### config.mk
export PLATFORM = sky130hd
export DESIGN_NAME = lfu_cache_table_core_flat
export DESIGN_NICKNAME = d
export VERILOG_FILES = /design/src/sv/lfu_pkg.sv /design/src/sv/lfu_if.sv /design/src/sv/lfu_cache_table_core.sv /design/src/sv/lfu_mem.sv /design/src/sv/lfu_cfg.sv /design/src/flat_wrapper.sv
export SDC_FILE = /design/constraint.sdc
export NUM_CORES = 2
export LEC_CHECK = 0
export BUFFER_PORTS_ARGS = -buffer_cell sky130_fd_sc_hd__clkbuf_2
export CAP_MARGIN = 20
export CORE_ASPECT_RATIO = 0.7
export CORE_MARGIN = 2
export CORE_UTILIZATION = 58
export CTS_BUF_LIST = sky130_fd_sc_hd__clkbuf_4
export DETAILED_ROUTE_END_ITERATION = 8
export GPL_TIMING_DRIVEN = 0
export PLACE_DENSITY_LB_ADDON = 0.08
export SYNTH_ARGS = -nofsm -noshare
export SYNTH_HDL_FRONTEND = slang
export SYNTH_SLANG_ARGS = --single-unit
### constraint.sdc
create_clock -name clk -period 8.3 [get_ports clk]
set_clock_uncertainty 0.2 [all_clocks]
set_input_delay 1.66 -clock clk [delete_from_list [all_inputs] [get_ports clk]]
set_output_delay 1.66 -clock clk [all_outputs]
set_load 0.01 [all_outputs]
### src/sv/lfu_pkg.sv
// package with types and constants of the lfu cache table
`timescale 1ns / 1ps
package lfu_pkg;
	localparam int unsigned KEY_W = 32;
	localparam int unsigned VAL_W = 32;
	localparam int unsigned CAP_W = 5;
	localparam logic MODE_GET = 1'b0;
	localparam logic MODE_PUT = 1'b1;
	localparam logic [VAL_W-1:0] MISS_VALUE = '1;
	localparam logic [2:0] ADDR_CAP = 3'd0;

	typedef struct packed {
		logic mode;
		logic signed [KEY_W-1:0] lookup_key;
		logic signed [VAL_W-1:0] write_value;
	} req_t;

	typedef struct packed {
		logic hit;
		logic signed [VAL_W-1:0] read_value;
	} rsp_t;

	typedef enum logic [2:0] {
		ST_IDLE,
		ST_SCAN,
		ST_WAIT,
		ST_UPDATE,
		ST_WRITE,
		ST_RESP
	} state_t;
endpackage

### src/sv/lfu_if.sv
// valid/ready channel interfaces of the lfu cache table
`timescale 1ns / 1ps
interface lfu_req_if;
	import lfu_pkg::*;
	logic valid;
	logic ready;
	logic mode;
	logic signed [KEY_W-1:0] lookup_key;
	logic signed [VAL_W-1:0] write_value;
	modport source (output valid, mode, lookup_key, write_value, input ready);
	modport sink (input valid, mode, lookup_key, write_value, output ready);
endinterface

interface lfu_rsp_if;
	import lfu_pkg::*;
	logic valid;
	logic ready;
	logic hit;
	logic signed [VAL_W-1:0] read_value;
	modport source (output valid, hit, read_value, input ready);
	modport sink (input valid, hit, read_value, output ready);
endinterface

### src/sv/lfu_cache_table_core.sv
// top level of the lfu cache table with lru tie break
`timescale 1ns / 1ps
// one request at a time: the next request is accepted only after the response is taken
// the entry memory has one read port, so the key and victim scan reads one entry per cycle
// the scan is followed by a decision state and a rank rewrite pass over all entries
// reset clears valid bits, occupancy and control; capacity resets to 16
module lfu_cache_table_core #(
	parameter int unsigned ENTRIES = 16,
	parameter int unsigned COUNT_BITS = 16
) (
	input  logic clk,
	input  logic arst_n,
	lfu_req_if.sink req,
	lfu_rsp_if.source rsp,
	input  logic psel,
	input  logic penable,
	input  logic pwrite,
	input  logic [2:0] paddr,
	input  logic [31:0] pwdata,
	output logic [31:0] prdata,
	output logic pready
);
	import lfu_pkg::*;
	localparam int unsigned AW = (ENTRIES > 1) ? $clog2(ENTRIES) : 1;
	localparam int unsigned CW = $clog2(ENTRIES + 1);
	localparam int unsigned W = KEY_W + VAL_W + COUNT_BITS + AW;
	localparam logic [COUNT_BITS-1:0] CNT_MAX = '1;

	state_t state_q, state_d;
	logic [CAP_W-1:0] cap;
	logic [ENTRIES-1:0] valid_q;
	logic [CW-1:0] occ_q;
	req_t req_q;
	rsp_t rsp_q;
	// scan pointers: address issued, address of data returning
	logic [CW-1:0] ptr_q;
	logic [AW-1:0] rptr_q;
	logic rd_vld_q;
	logic hit_q;
	logic [AW-1:0] hit_idx_q;
	logic [AW-1:0] hit_rank_q;
	logic [VAL_W-1:0] hit_val_q;
	logic vic_vld_q;
	logic [AW-1:0] vic_idx_q;
	logic [COUNT_BITS-1:0] vic_cnt_q;
	logic [AW-1:0] vic_rank_q;
	logic free_vld_q;
	logic [AW-1:0] free_idx_q;
	// decided action for the rank pass
	logic do_touch_q, do_ins_q, do_evict_q;
	logic [AW-1:0] tgt_q;

	logic we;
	logic [AW-1:0] waddr, raddr;
	logic [W-1:0] wdata, rdata;
	logic [KEY_W-1:0] r_key;
	logic [VAL_W-1:0] r_val;
	logic [COUNT_BITS-1:0] r_cnt;
	logic [AW-1:0] r_rank;
	logic [CW-1:0] cap_eff;

	lfu_cfg u_cfg (
		.clk, .arst_n, .psel, .penable, .pwrite, .paddr, .pwdata, .prdata, .pready, .cap
	);

	lfu_mem #(.ENTRIES(ENTRIES), .COUNT_BITS(COUNT_BITS), .AW(AW)) u_mem (
		.clk, .we, .waddr, .wdata, .raddr, .rdata
	);

	assign {r_key, r_val, r_cnt, r_rank} = rdata;
	assign cap_eff = (32'(cap) > ENTRIES) ? CW'(ENTRIES) : CW'(cap);
	assign req.ready = (state_q == ST_IDLE);
	assign rsp.valid = (state_q == ST_RESP);
	assign rsp.hit = rsp_q.hit;
	assign rsp.read_value = rsp_q.read_value;
	assign raddr = ptr_q[AW-1:0];

	always_comb begin
		state_d = state_q;
		unique case (state_q)
			ST_IDLE:   if (req.valid) state_d = ST_SCAN;
			ST_SCAN:   if (ptr_q == CW'(ENTRIES - 1)) state_d = ST_WAIT;
			ST_WAIT:   state_d = ST_UPDATE;
			ST_UPDATE: state_d = ST_WRITE;
			ST_WRITE:  if (!rd_vld_q && ptr_q == CW'(ENTRIES)) state_d = ST_RESP;
			ST_RESP:   if (rsp.ready) state_d = ST_IDLE;
			default:   state_d = ST_IDLE;
		endcase
	end

	always_ff @(posedge clk or negedge arst_n) begin
		if (!arst_n) begin
			state_q <= ST_IDLE;
		end else begin
			state_q <= state_d;
		end
	end

	// rank pass: read each entry, write back adjusted rank; target entry handled too
	logic [AW-1:0] new_rank;
	logic [COUNT_BITS-1:0] new_cnt;
	logic [VAL_W-1:0] new_val;
	logic [KEY_W-1:0] new_key;
	logic wr_ent;
	always_comb begin
		new_rank = r_rank;
		new_cnt = r_cnt;
		new_val = r_val;
		new_key = r_key;
		wr_ent = 1'b0;
		if (state_q == ST_WRITE && rd_vld_q) begin
			if (do_touch_q) begin
				if (rptr_q == tgt_q) begin
					new_rank = '0;
					new_cnt = (r_cnt == CNT_MAX) ? r_cnt : r_cnt + 1'b1;
					if (req_q.mode == MODE_PUT) new_val = req_q.write_value;
					wr_ent = 1'b1;
				end else if (valid_q[rptr_q] && r_rank < hit_rank_q) begin
					new_rank = r_rank + 1'b1;
					wr_ent = 1'b1;
				end
			end else if (do_ins_q) begin
				if (rptr_q == tgt_q) begin
					new_rank = '0;
					new_cnt = COUNT_BITS'(1);
					new_val = req_q.write_value;
					new_key = req_q.lookup_key;
					wr_ent = 1'b1;
				end else if (valid_q[rptr_q]) begin
					// evicted entry's followers shift up, then all shift down
					if (do_evict_q && r_rank > vic_rank_q) new_rank = r_rank;
					else new_rank = r_rank + 1'b1;
					wr_ent = 1'b1;
				end
			end
		end
	end
	assign we = wr_ent;
	assign waddr = rptr_q;
	assign wdata = {new_key, new_val, new_cnt, new_rank};

	always_ff @(posedge clk or negedge arst_n) begin
		if (!arst_n) begin
			valid_q <= '0;
			occ_q <= '0;
			ptr_q <= '0;
			rd_vld_q <= 1'b0;
			do_touch_q <= 1'b0;
			do_ins_q <= 1'b0;
			do_evict_q <= 1'b0;
		end else begin
			unique case (state_q)
				ST_IDLE: begin
					ptr_q <= '0;
					rd_vld_q <= 1'b0;
				end
				ST_SCAN: begin
					ptr_q <= ptr_q + 1'b1;
					rd_vld_q <= 1'b1;
				end
				ST_WAIT: begin
					ptr_q <= '0;
					rd_vld_q <= 1'b0;
				end
				ST_UPDATE: begin
					do_touch_q <= 1'b0;
					do_ins_q <= 1'b0;
					do_evict_q <= 1'b0;
					if (hit_q) begin
						do_touch_q <= (req_q.mode == MODE_GET) || (cap_eff != '0);
					end else if (req_q.mode == MODE_PUT && cap_eff != '0) begin
						if (occ_q >= cap_eff && vic_vld_q) begin
							do_ins_q <= 1'b1;
							do_evict_q <= 1'b1;
							valid_q[vic_idx_q] <= 1'b1;
						end else if (free_vld_q) begin
							do_ins_q <= 1'b1;
							valid_q[free_idx_q] <= 1'b1;
							occ_q <= occ_q + 1'b1;
						end
					end
					ptr_q <= ptr_q + 1'b1;
					rd_vld_q <= 1'b1;
				end
				ST_WRITE: begin
					if (ptr_q != CW'(ENTRIES)) begin
						ptr_q <= ptr_q + 1'b1;
						rd_vld_q <= 1'b1;
					end else begin
						rd_vld_q <= 1'b0;
					end
				end
				ST_RESP: ;
				default: ;
			endcase
		end
	end

	// scan trackers and request capture
	always_ff @(posedge clk) begin
		rptr_q <= raddr;
		if (state_q == ST_IDLE) begin
			req_q.mode <= req.mode;
			req_q.lookup_key <= req.lookup_key;
			req_q.write_value <= req.write_value;
			hit_q <= 1'b0;
			vic_vld_q <= 1'b0;
			free_vld_q <= 1'b0;
		end
		if ((state_q == ST_SCAN || state_q == ST_WAIT) && rd_vld_q) begin
			if (valid_q[rptr_q]) begin
				if (r_key == req_q.lookup_key) begin
					hit_q <= 1'b1;
					hit_idx_q <= rptr_q;
					hit_rank_q <= r_rank;
					hit_val_q <= r_val;
				end
				if (!vic_vld_q || r_cnt < vic_cnt_q
						|| (r_cnt == vic_cnt_q && r_rank > vic_rank_q)) begin
					vic_vld_q <= 1'b1;
					vic_idx_q <= rptr_q;
					vic_cnt_q <= r_cnt;
					vic_rank_q <= r_rank;
				end
			end else if (!free_vld_q) begin
				free_vld_q <= 1'b1;
				free_idx_q <= rptr_q;
			end
		end
		if (state_q == ST_UPDATE) begin
			tgt_q <= hit_q ? hit_idx_q
				: ((occ_q >= cap_eff && vic_vld_q) ? vic_idx_q : free_idx_q);
			rsp_q.hit <= hit_q && !(req_q.mode == MODE_PUT && cap_eff == '0);
			if (req_q.mode == MODE_GET) begin
				rsp_q.read_value <= hit_q ? hit_val_q : MISS_VALUE;
			end else begin
				rsp_q.read_value <= '0;
			end
		end
	end
endmodule

### src/sv/lfu_mem.sv
// entry memory: key, value, count and rank, one synchronous read port
`timescale 1ns / 1ps
module lfu_mem #(
	parameter int unsigned ENTRIES = 16,
	parameter int unsigned COUNT_BITS = 16,
	parameter int unsigned AW = 4
) (
	input  logic clk,
	input  logic we,
	input  logic [AW-1:0] waddr,
	input  logic [lfu_pkg::KEY_W+lfu_pkg::VAL_W+COUNT_BITS+AW-1:0] wdata,
	input  logic [AW-1:0] raddr,
	output logic [lfu_pkg::KEY_W+lfu_pkg::VAL_W+COUNT_BITS+AW-1:0] rdata
);
	import lfu_pkg::*;
	localparam int unsigned W = KEY_W + VAL_W + COUNT_BITS + AW;
	logic [W-1:0] mem [ENTRIES];

	always_ff @(posedge clk) begin
		if (we) begin
			mem[waddr] <= wdata;
		end
		rdata <= mem[raddr];
	end
endmodule

### src/sv/lfu_cfg.sv
// apb configuration register for the capacity
`timescale 1ns / 1ps
module lfu_cfg (
	input  logic clk,
	input  logic arst_n,
	input  logic psel,
	input  logic penable,
	input  logic pwrite,
	input  logic [2:0] paddr,
	input  logic [31:0] pwdata,
	output logic [31:0] prdata,
	output logic pready,
	output logic [lfu_pkg::CAP_W-1:0] cap
);
	import lfu_pkg::*;
	logic [CAP_W-1:0] cap_q;

	always_ff @(posedge clk or negedge arst_n) begin
		if (!arst_n) begin
			cap_q <= CAP_W'(16);
		end else if (psel && penable && pwrite && paddr == ADDR_CAP) begin
			cap_q <= pwdata[CAP_W-1:0];
		end
	end

	assign pready = 1'b1;
	assign prdata = (paddr == ADDR_CAP) ? {{(32-CAP_W){1'b0}}, cap_q} : 32'd0;
	assign cap = cap_q;
endmodule

### src/flat_wrapper.sv
// flat-port wrapper written by rule: the top's interface ports become plain ports
module lfu_cache_table_core_flat import lfu_pkg::*;
#(
	parameter int unsigned ENTRIES = 16,
	parameter int unsigned COUNT_BITS = 16
)
  (clk, arst_n, psel, penable, pwrite, paddr, pwdata, prdata, pready, req_valid, req_mode, req_lookup_key, req_write_value, req_ready, rsp_valid, rsp_hit, rsp_read_value, rsp_ready);
  lfu_req_if req_i ();
  lfu_rsp_if rsp_i ();
  input  logic clk;
  input  logic arst_n;
  input  logic psel;
  input  logic penable;
  input  logic pwrite;
  input  logic [2:0] paddr;
  input  logic [31:0] pwdata;
  output logic [31:0] prdata;
  output logic pready;
  input wire logic [$bits(req_i.valid)-1:0] req_valid;
  input wire logic [$bits(req_i.mode)-1:0] req_mode;
  input wire logic [$bits(req_i.lookup_key)-1:0] req_lookup_key;
  input wire logic [$bits(req_i.write_value)-1:0] req_write_value;
  output wire logic [$bits(req_i.ready)-1:0] req_ready;
  output wire logic [$bits(rsp_i.valid)-1:0] rsp_valid;
  output wire logic [$bits(rsp_i.hit)-1:0] rsp_hit;
  output wire logic [$bits(rsp_i.read_value)-1:0] rsp_read_value;
  input wire logic [$bits(rsp_i.ready)-1:0] rsp_ready;
  assign req_i.valid = req_valid;
  assign req_i.mode = req_mode;
  assign req_i.lookup_key = req_lookup_key;
  assign req_i.write_value = req_write_value;
  assign req_ready = req_i.ready;
  assign rsp_valid = rsp_i.valid;
  assign rsp_hit = rsp_i.hit;
  assign rsp_read_value = rsp_i.read_value;
  assign rsp_i.ready = rsp_ready;
  lfu_cache_table_core #(.ENTRIES(ENTRIES), .COUNT_BITS(COUNT_BITS)) u_core (.clk(clk), .arst_n(arst_n), .req(req_i), .rsp(rsp_i), .psel(psel), .penable(penable), .pwrite(pwrite), .paddr(paddr), .pwdata(pwdata), .prdata(prdata), .pready(pready));
endmodule
Word-level counts from Yosys, hierarchy flattened
Memories as Yosys holds them, arrays and structs flattened. A register that Yosys moved wholly into a read port is not among the register bits.
Cells that the tools add are included.
{ "op_classes": {"eq_ne": 17, "muxes": 75, "bitwise_logic": 7, "add_sub_neg": 4, "reduce_logical": 37, "n_lt_le_gt_ge": 10} }
{ "ops": {"columns": ["cell", "count"], "rows": [
  ["$mux 32", 11],
  ["$mux 16", 8],
  ["$mux 4", 10],
  ["$mux 1", 33],
  ["$eq 32x32->1", 1],
  ["$or 16x16->16", 2],
  ["$pmux 3 s6", 1],
  ["$add 16x1->16 const B", 1],
  ["$eq 16x16->1", 1],
  ["$eq 16x16->1 const B", 1],
  ["$lt 16x16->1", 1],
  ["$logic_and 1x1->1", 15],
  ["$lt 4x5->1 const B", 3],
  ["$mux 5", 3],
  ["$pmux 5 s3", 1],
  ["$mux 3", 4],
  ["$add 5x1->5 const B", 2],
  ["$reduce_and 3->1", 3],
  ["$demux 1 s4", 2],
  ["$ge 4x1->1 const B", 2],
  ["$reduce_and 4->1", 2],
  ["$eq 3x2->1 const B", 2],
  ["$eq 3x3->1 const B", 2],
  ["$logic_not 3->1", 2],
  ["other kinds (24)", 37]
]} }
{ "word_totals": {"mem_count": 1, "mem_bits_rw": 1344, "word_cells": 177, "input_bits": 107, "reg_bits": 215} }
{ "mem_list": {"columns": ["memory", "words", "word_bits", "rd", "rd_clocked_by_memory_dff", "wr", "line", "rtl"], "rows": [
  ["u_core.u_mem.mem", 16, 84, 1, 1, 1, "lfu_mem.sv:17", "logic [W-1:0] mem [ENTRIES];"]
]} }

Logic depth before layout (Yosys ltp)
{ "logic_depth": {"depth_word": 9, "depth_mapped": 10, "mapped_depth_nobuf": 8} }

Hierarchy
Synthesis repeated with hierarchy kept, for this count alone.
{ "hier_totals": {"hier_cells": 3018, "area_unflattened_um2": 62732.7} }
{ "by_module_without_submodules": {"columns": ["mod", "n_inst", "seq_area_each_um2", "area_per_inst_um2", "cells_each"], "rows": [
  ["lfu_mem", 1, 42040.3, 52048.7, 2154],
  ["lfu_cache_table_core", 1, 6070.8, 10197.3, 816],
  ["lfu_cfg", 1, 126.4, 486.7, 48]
]} }

Worst setup path before layout
No wires, ideal clock.
{ "synth_timing": {"path_kind": "reg-to-reg", "from": "register u_core.u_mem.rdata[3] (netlist bit), read port of u_core.u_mem.mem", "to": "memory u_core.u_mem.mem[3][0] (netlist bit) (enable)", "setup_ns": 0.630, "arrival_time_ns": 7.145, "required_time_ns": 7.470, "path_slack_ns": 0.325, "path_buffers": 0, "path_stages_with_launch": 7, "path_cell_list": "dfxtp_1 ha_1 a21oi_1 o21ai_0 a21oi_1 o2111ai_1 nor3_1"} }
{ "synth_between": {"elab_chain_cells": 8} }
{ "synth_lines": {"columns": ["item", "line", "rtl"], "rows": [
  ["from (decl)", "lfu_mem.sv:13", "output logic [lfu_pkg::KEY_W+lfu_pkg::VAL_W+COUNT_BITS+AW-1:0] rdata"],
  ["$lt 4x4->1", "lfu_cache_table_core.sv:118", "end else if (valid_q[rptr_q] && r_rank < hit_rank_q) begin"],
  ["$logic_and 1x1->1", "lfu_cache_table_core.sv:118", null],
  ["$mux 1", "lfu_cache_table_core.sv:118", null],
  ["$mux 1", "lfu_cache_table_core.sv:113", "if (rptr_q == tgt_q) begin"],
  ["$mux 1", "lfu_cache_table_core.sv:112", "if (do_touch_q) begin"],
  ["$mux 1", "lfu_cache_table_core.sv:111", "if (state_q == ST_WRITE && rd_vld_q) begin"],
  ["$mux 1", "lfu_mem.sv:20", "if (we) begin"],
  ["$mux 1 (implied by the code)", "lfu_mem.sv:21", "mem[waddr] <= wdata;"],
  ["to (decl)", "lfu_mem.sv:17", null]
]} }
Every way passes these cells.

Worst setup path after layout
{ "layout_timing": {"from": "register u_core.state_q[0]", "to": "output port req_ready"} }
{ "layout_between": {"elab_chain_cells": 1} }
{ "layout_lines": {"columns": ["item", "line", "rtl"], "rows": [
  ["from (decl)", "lfu_cache_table_core.sv:29", "state_t state_q, state_d;"],
  ["from (signal assigned)", "lfu_cache_table_core.sv:95", "state_q <= state_d;"],
  ["$logic_not 3->1", "lfu_cache_table_core.sv:72", "assign req.ready = (state_q == ST_IDLE);"],
  ["to (decl)", "flat_wrapper.sv:23", "output wire logic [$bits(req_i.ready)-1:0] req_ready;"]
]} }
Every way passes these cells.

==> reports/qor.yml <==
worst_setup_path:
  critical-path-slowest-cell: "inv_4"
  r2r-start: "u_core.rptr_q[3]"
  rrSetupSlack_ns: 4.04
  cp.arrival_ns: 2.77
  critPathKind: "reg -> out"
  worst_setup_path_start_kind: "register"
  cp.buffers_inverters: 3
  end_kind: "output pin"
  required_ns: 6.44
  endpoint: "req_ready"
  cp_max_fo: 33
  cp.depth: 5
  r2r-end: "u_core.u_mem.mem[13][15]"
  crit_path_max_incr_delay_ns: 0.46
  crit_family: "buffers and inverters"
  reg2reg_depth: 8
  crit_chain: "buf_6, nor2_1, nand2_1, inv_4, clkbuf_2"
  cp-startpoint: "u_core.state_q[0]"
logic_synthesis:
  netlist_area_um2: 62700
  synthArstFlopShare: 0.0231
  ys_seq_elements: 1643
  ys_top_cells_by_count: "edfxtp_1 (1514), mux4_2 (420), nand2_1 (138)"
  synth-edff-count: 1514
  avgSynthCellArea_um2: 21.9
  yosys_warnings: 0
  synth_area_leaders: "edfxtp_1 (73%), mux4_2 (15%), dfxtp_1 (2.9%), dfrtp_1 (1.5%), nand2_1 (0.83%)"
  synth_area_leader_cell: "edfxtp_1"
  synthFlopType: "edfxtp_1"
  yosys.area.top_type_share: 0.725
  ys_seq_area_frac: 0.769
  synth.most_common_cell: "edfxtp_1"
  synth_cell_types: 67
  synth_cells: 2858
power:
  swShare: 0.292
  clock_power_share: 0.278
  power.internal_mw: 16.4
  ir_drop_uv: 172
  p_per_area_nw_per_um2: 319
  p_switching_mw: 6.74
  pwr-share-seq: 0.469
  comb_power_share: 0.254
  p_leak_nw: 24.3
floorplanning:
  start_util: 0.588
  ios: 175
  die-area_um2: 111000
  dieWidth_um: 397
  core_area_um2: 107000
  row_count: 100
  die_h_um: 279
clock_network:
  cts_hold_buf: 0
  cts_resized: 0
  htree_levels: 5
  cts-root-buf: "clkbuf_4"
  clkTransAtPathRegs_ns: 0.07
  numCtsBuffers: 387
  post_cts_buffers: 0
  clock_latency_ns: 1.20
  clock-sinks: 1643
  cts_tree: "yes"
  clockBufferDepth: 4
sta:
  hold_slack_ns: 0.166
  rsz0062_at_grt: "false"
  period_needed_ns: 4.63
  fmax_mhz: 216
  setup_viol: 0
  slew_headroom: 0.260
  slew_violations: 0
  fin_ws_ns: 3.67
  worst-slew-pin-transition_ns: 1.11
  final_hold_viol_count: 0
  timing.final.crit_share: 0.558
route:
  drc: 0
  first_pass_iters: 7
  routed_wl_mm: 148
  drtAntennaViolNets: 0
  via_count: 32100
  viasPerCell: 6.12
  wire_per_inst_um: 28.1
  drt_iter0_drc: 3658
cells_and_area:
  area_growth_pct: 15.4
  drive_above_1_share: 0.373
  multiInputGateArea_um2: 13800
  seq_area_um2: 48200
  fillers: 6827
  final_util: 0.678
  final_net_count: 3671
grt:
  track_usage: 0.271
  grt_pass1_vias: 32700
  grt_max_degree: 39
  grt_pass1_wl_mm: 214
  antenna_found_initial: 5
  globalRouteOverflowTotal: 0
flow_run:
  drv_cap: 0
placed_design:
  pre_cts_ws_ns: 4.01
  place_congestion: 0.823
  port_buffers: 119
  dp_hpwl_mm: 93.3
outcome:
  outcome: "complete, no violations"
hold_path:
  hp-class: "reg -> reg"
  worstHoldStart: "u_core.ptr_q[1]"
metal layers:
metal / wire length [µm] / GRT usage / up-vias / share of wire
met4: 2350 / 0.0877 / 2 / 0.016
li1: - / - / 13400 / -
met5: 11 / 0 / - / 0.000075
met1: 62600 / 0.411 / 16700 / 0.42
met3: 14300 / 0.0644 / 221 / 0.097
met2: 68300 / 0.396 / 1772 / 0.46
state kept, by name (all words and copies together), names as in the netlist, 3 cells and up:
register               cells
u_core.free_idx_q          4
u_core.hit_idx_q           4
u_core.hit_rank_q          4
u_core.hit_val_q          32
u_core.occ_q               5
u_core.ptr_q               5
u_core.req_q              65
u_core.rptr_q              4
u_core.rsp.read_value     32
u_core.state_q             3
u_core.tgt_q               4
u_core.u_cfg.cap           5
u_core.u_mem.mem        1344
u_core.u_mem.rdata        84
u_core.valid_q            16
u_core.vic_cnt_q          16
u_core.vic_idx_q           4
u_core.vic_rank_q          4
metrics by stage:
stage,power (mW),setup TNS (ns),area (µm²),std cells
final,23.1,0,72400,5255
after CTS,23.2,0,72200,5242
after global routing,24.1,0,72400,5255
after detailed placement,16.8,0,67400,4559
after floorplan,14.9,0,62800,2884
after global placement,16.5,-5364.75,65200,4431
layout make-up:
cell class	instances	area share
antenna	3	0.000104
buffer	155	0.0105
clock buffer	591	0.0613
clock inverter	92	0.00628
inverter	37	0.00195
multi-input combinational	1049	0.190
sequential	1643	0.666
tap	1428	0.0247
timing repair buffer	257	0.0383
worst min path at each step:
stage | to | depth (start not counted) | slack, ns
2_1_floorplan | u_core.rptr_q[2] | 0 | 0.15
3_5_place_dp | u_core.rptr_q[2] | 0 | 0.16
5_1_grt | u_core.rptr_q[2] | 0 | 0.18
4_1_cts | u_core.rptr_q[1] | 0 | 0.16
6_report | u_core.rptr_q[1] | 0 | 0.17
3_3_place_gp | u_core.rptr_q[3] | 0 | 0.16
placed cells by master (no fill, tap or decap), drive strengths merged, types with 13 or more instances in the layout:
| cell | count |
|---|---|
| a21oi | 17 |
| buf | 215 |
| clkbuf | 788 |
| clkinv | 81 |
| conb | 28 |
| dfrtp | 37 |
| dfxtp | 91 |
| edfxtp | 1514 |
| ha | 34 |
| inv | 44 |
| mux2 | 40 |
| mux2i | 28 |
| mux4 | 424 |
| nand2 | 139 |
| nand3 | 16 |
| nand4 | 13 |
| nor2 | 52 |
| nor3 | 29 |
| o21a | 34 |
| o21ai | 29 |
| o21bai | 17 |
| xor2 | 35 |
power groups by stage:
stage | combinational [mW] | sequential [mW] | clock [mW]
floorplan | 3.99 | 10.9 | 0
global placement | 5.51 | 11.0 | 0
detailed placement | 5.83 | 11.0 | 0
CTS | 5.85 | 10.8 | 6.57
global route | 6.29 | 10.9 | 6.98
finish | 5.86 | 10.8 | 6.42
kinds of logic (layout without fill, tap and decap cells):
family                     after synthesis  after routing  share of synthesized area
AOI/OAI and AO/OA                      144            144                     0.0161
xor gates and xnor gates                43             43                    0.00601
adders and majority gates               34             34                    0.00678
buffers and inverters                  192           1132                     0.0143
DFF                                   1643           1643                      0.769
muxes                                  492            492                      0.164
other                                    2             31                   0.000120
and+or+nand+nor                        308            308                     0.0232
Power figures use the tool's default switching activity.
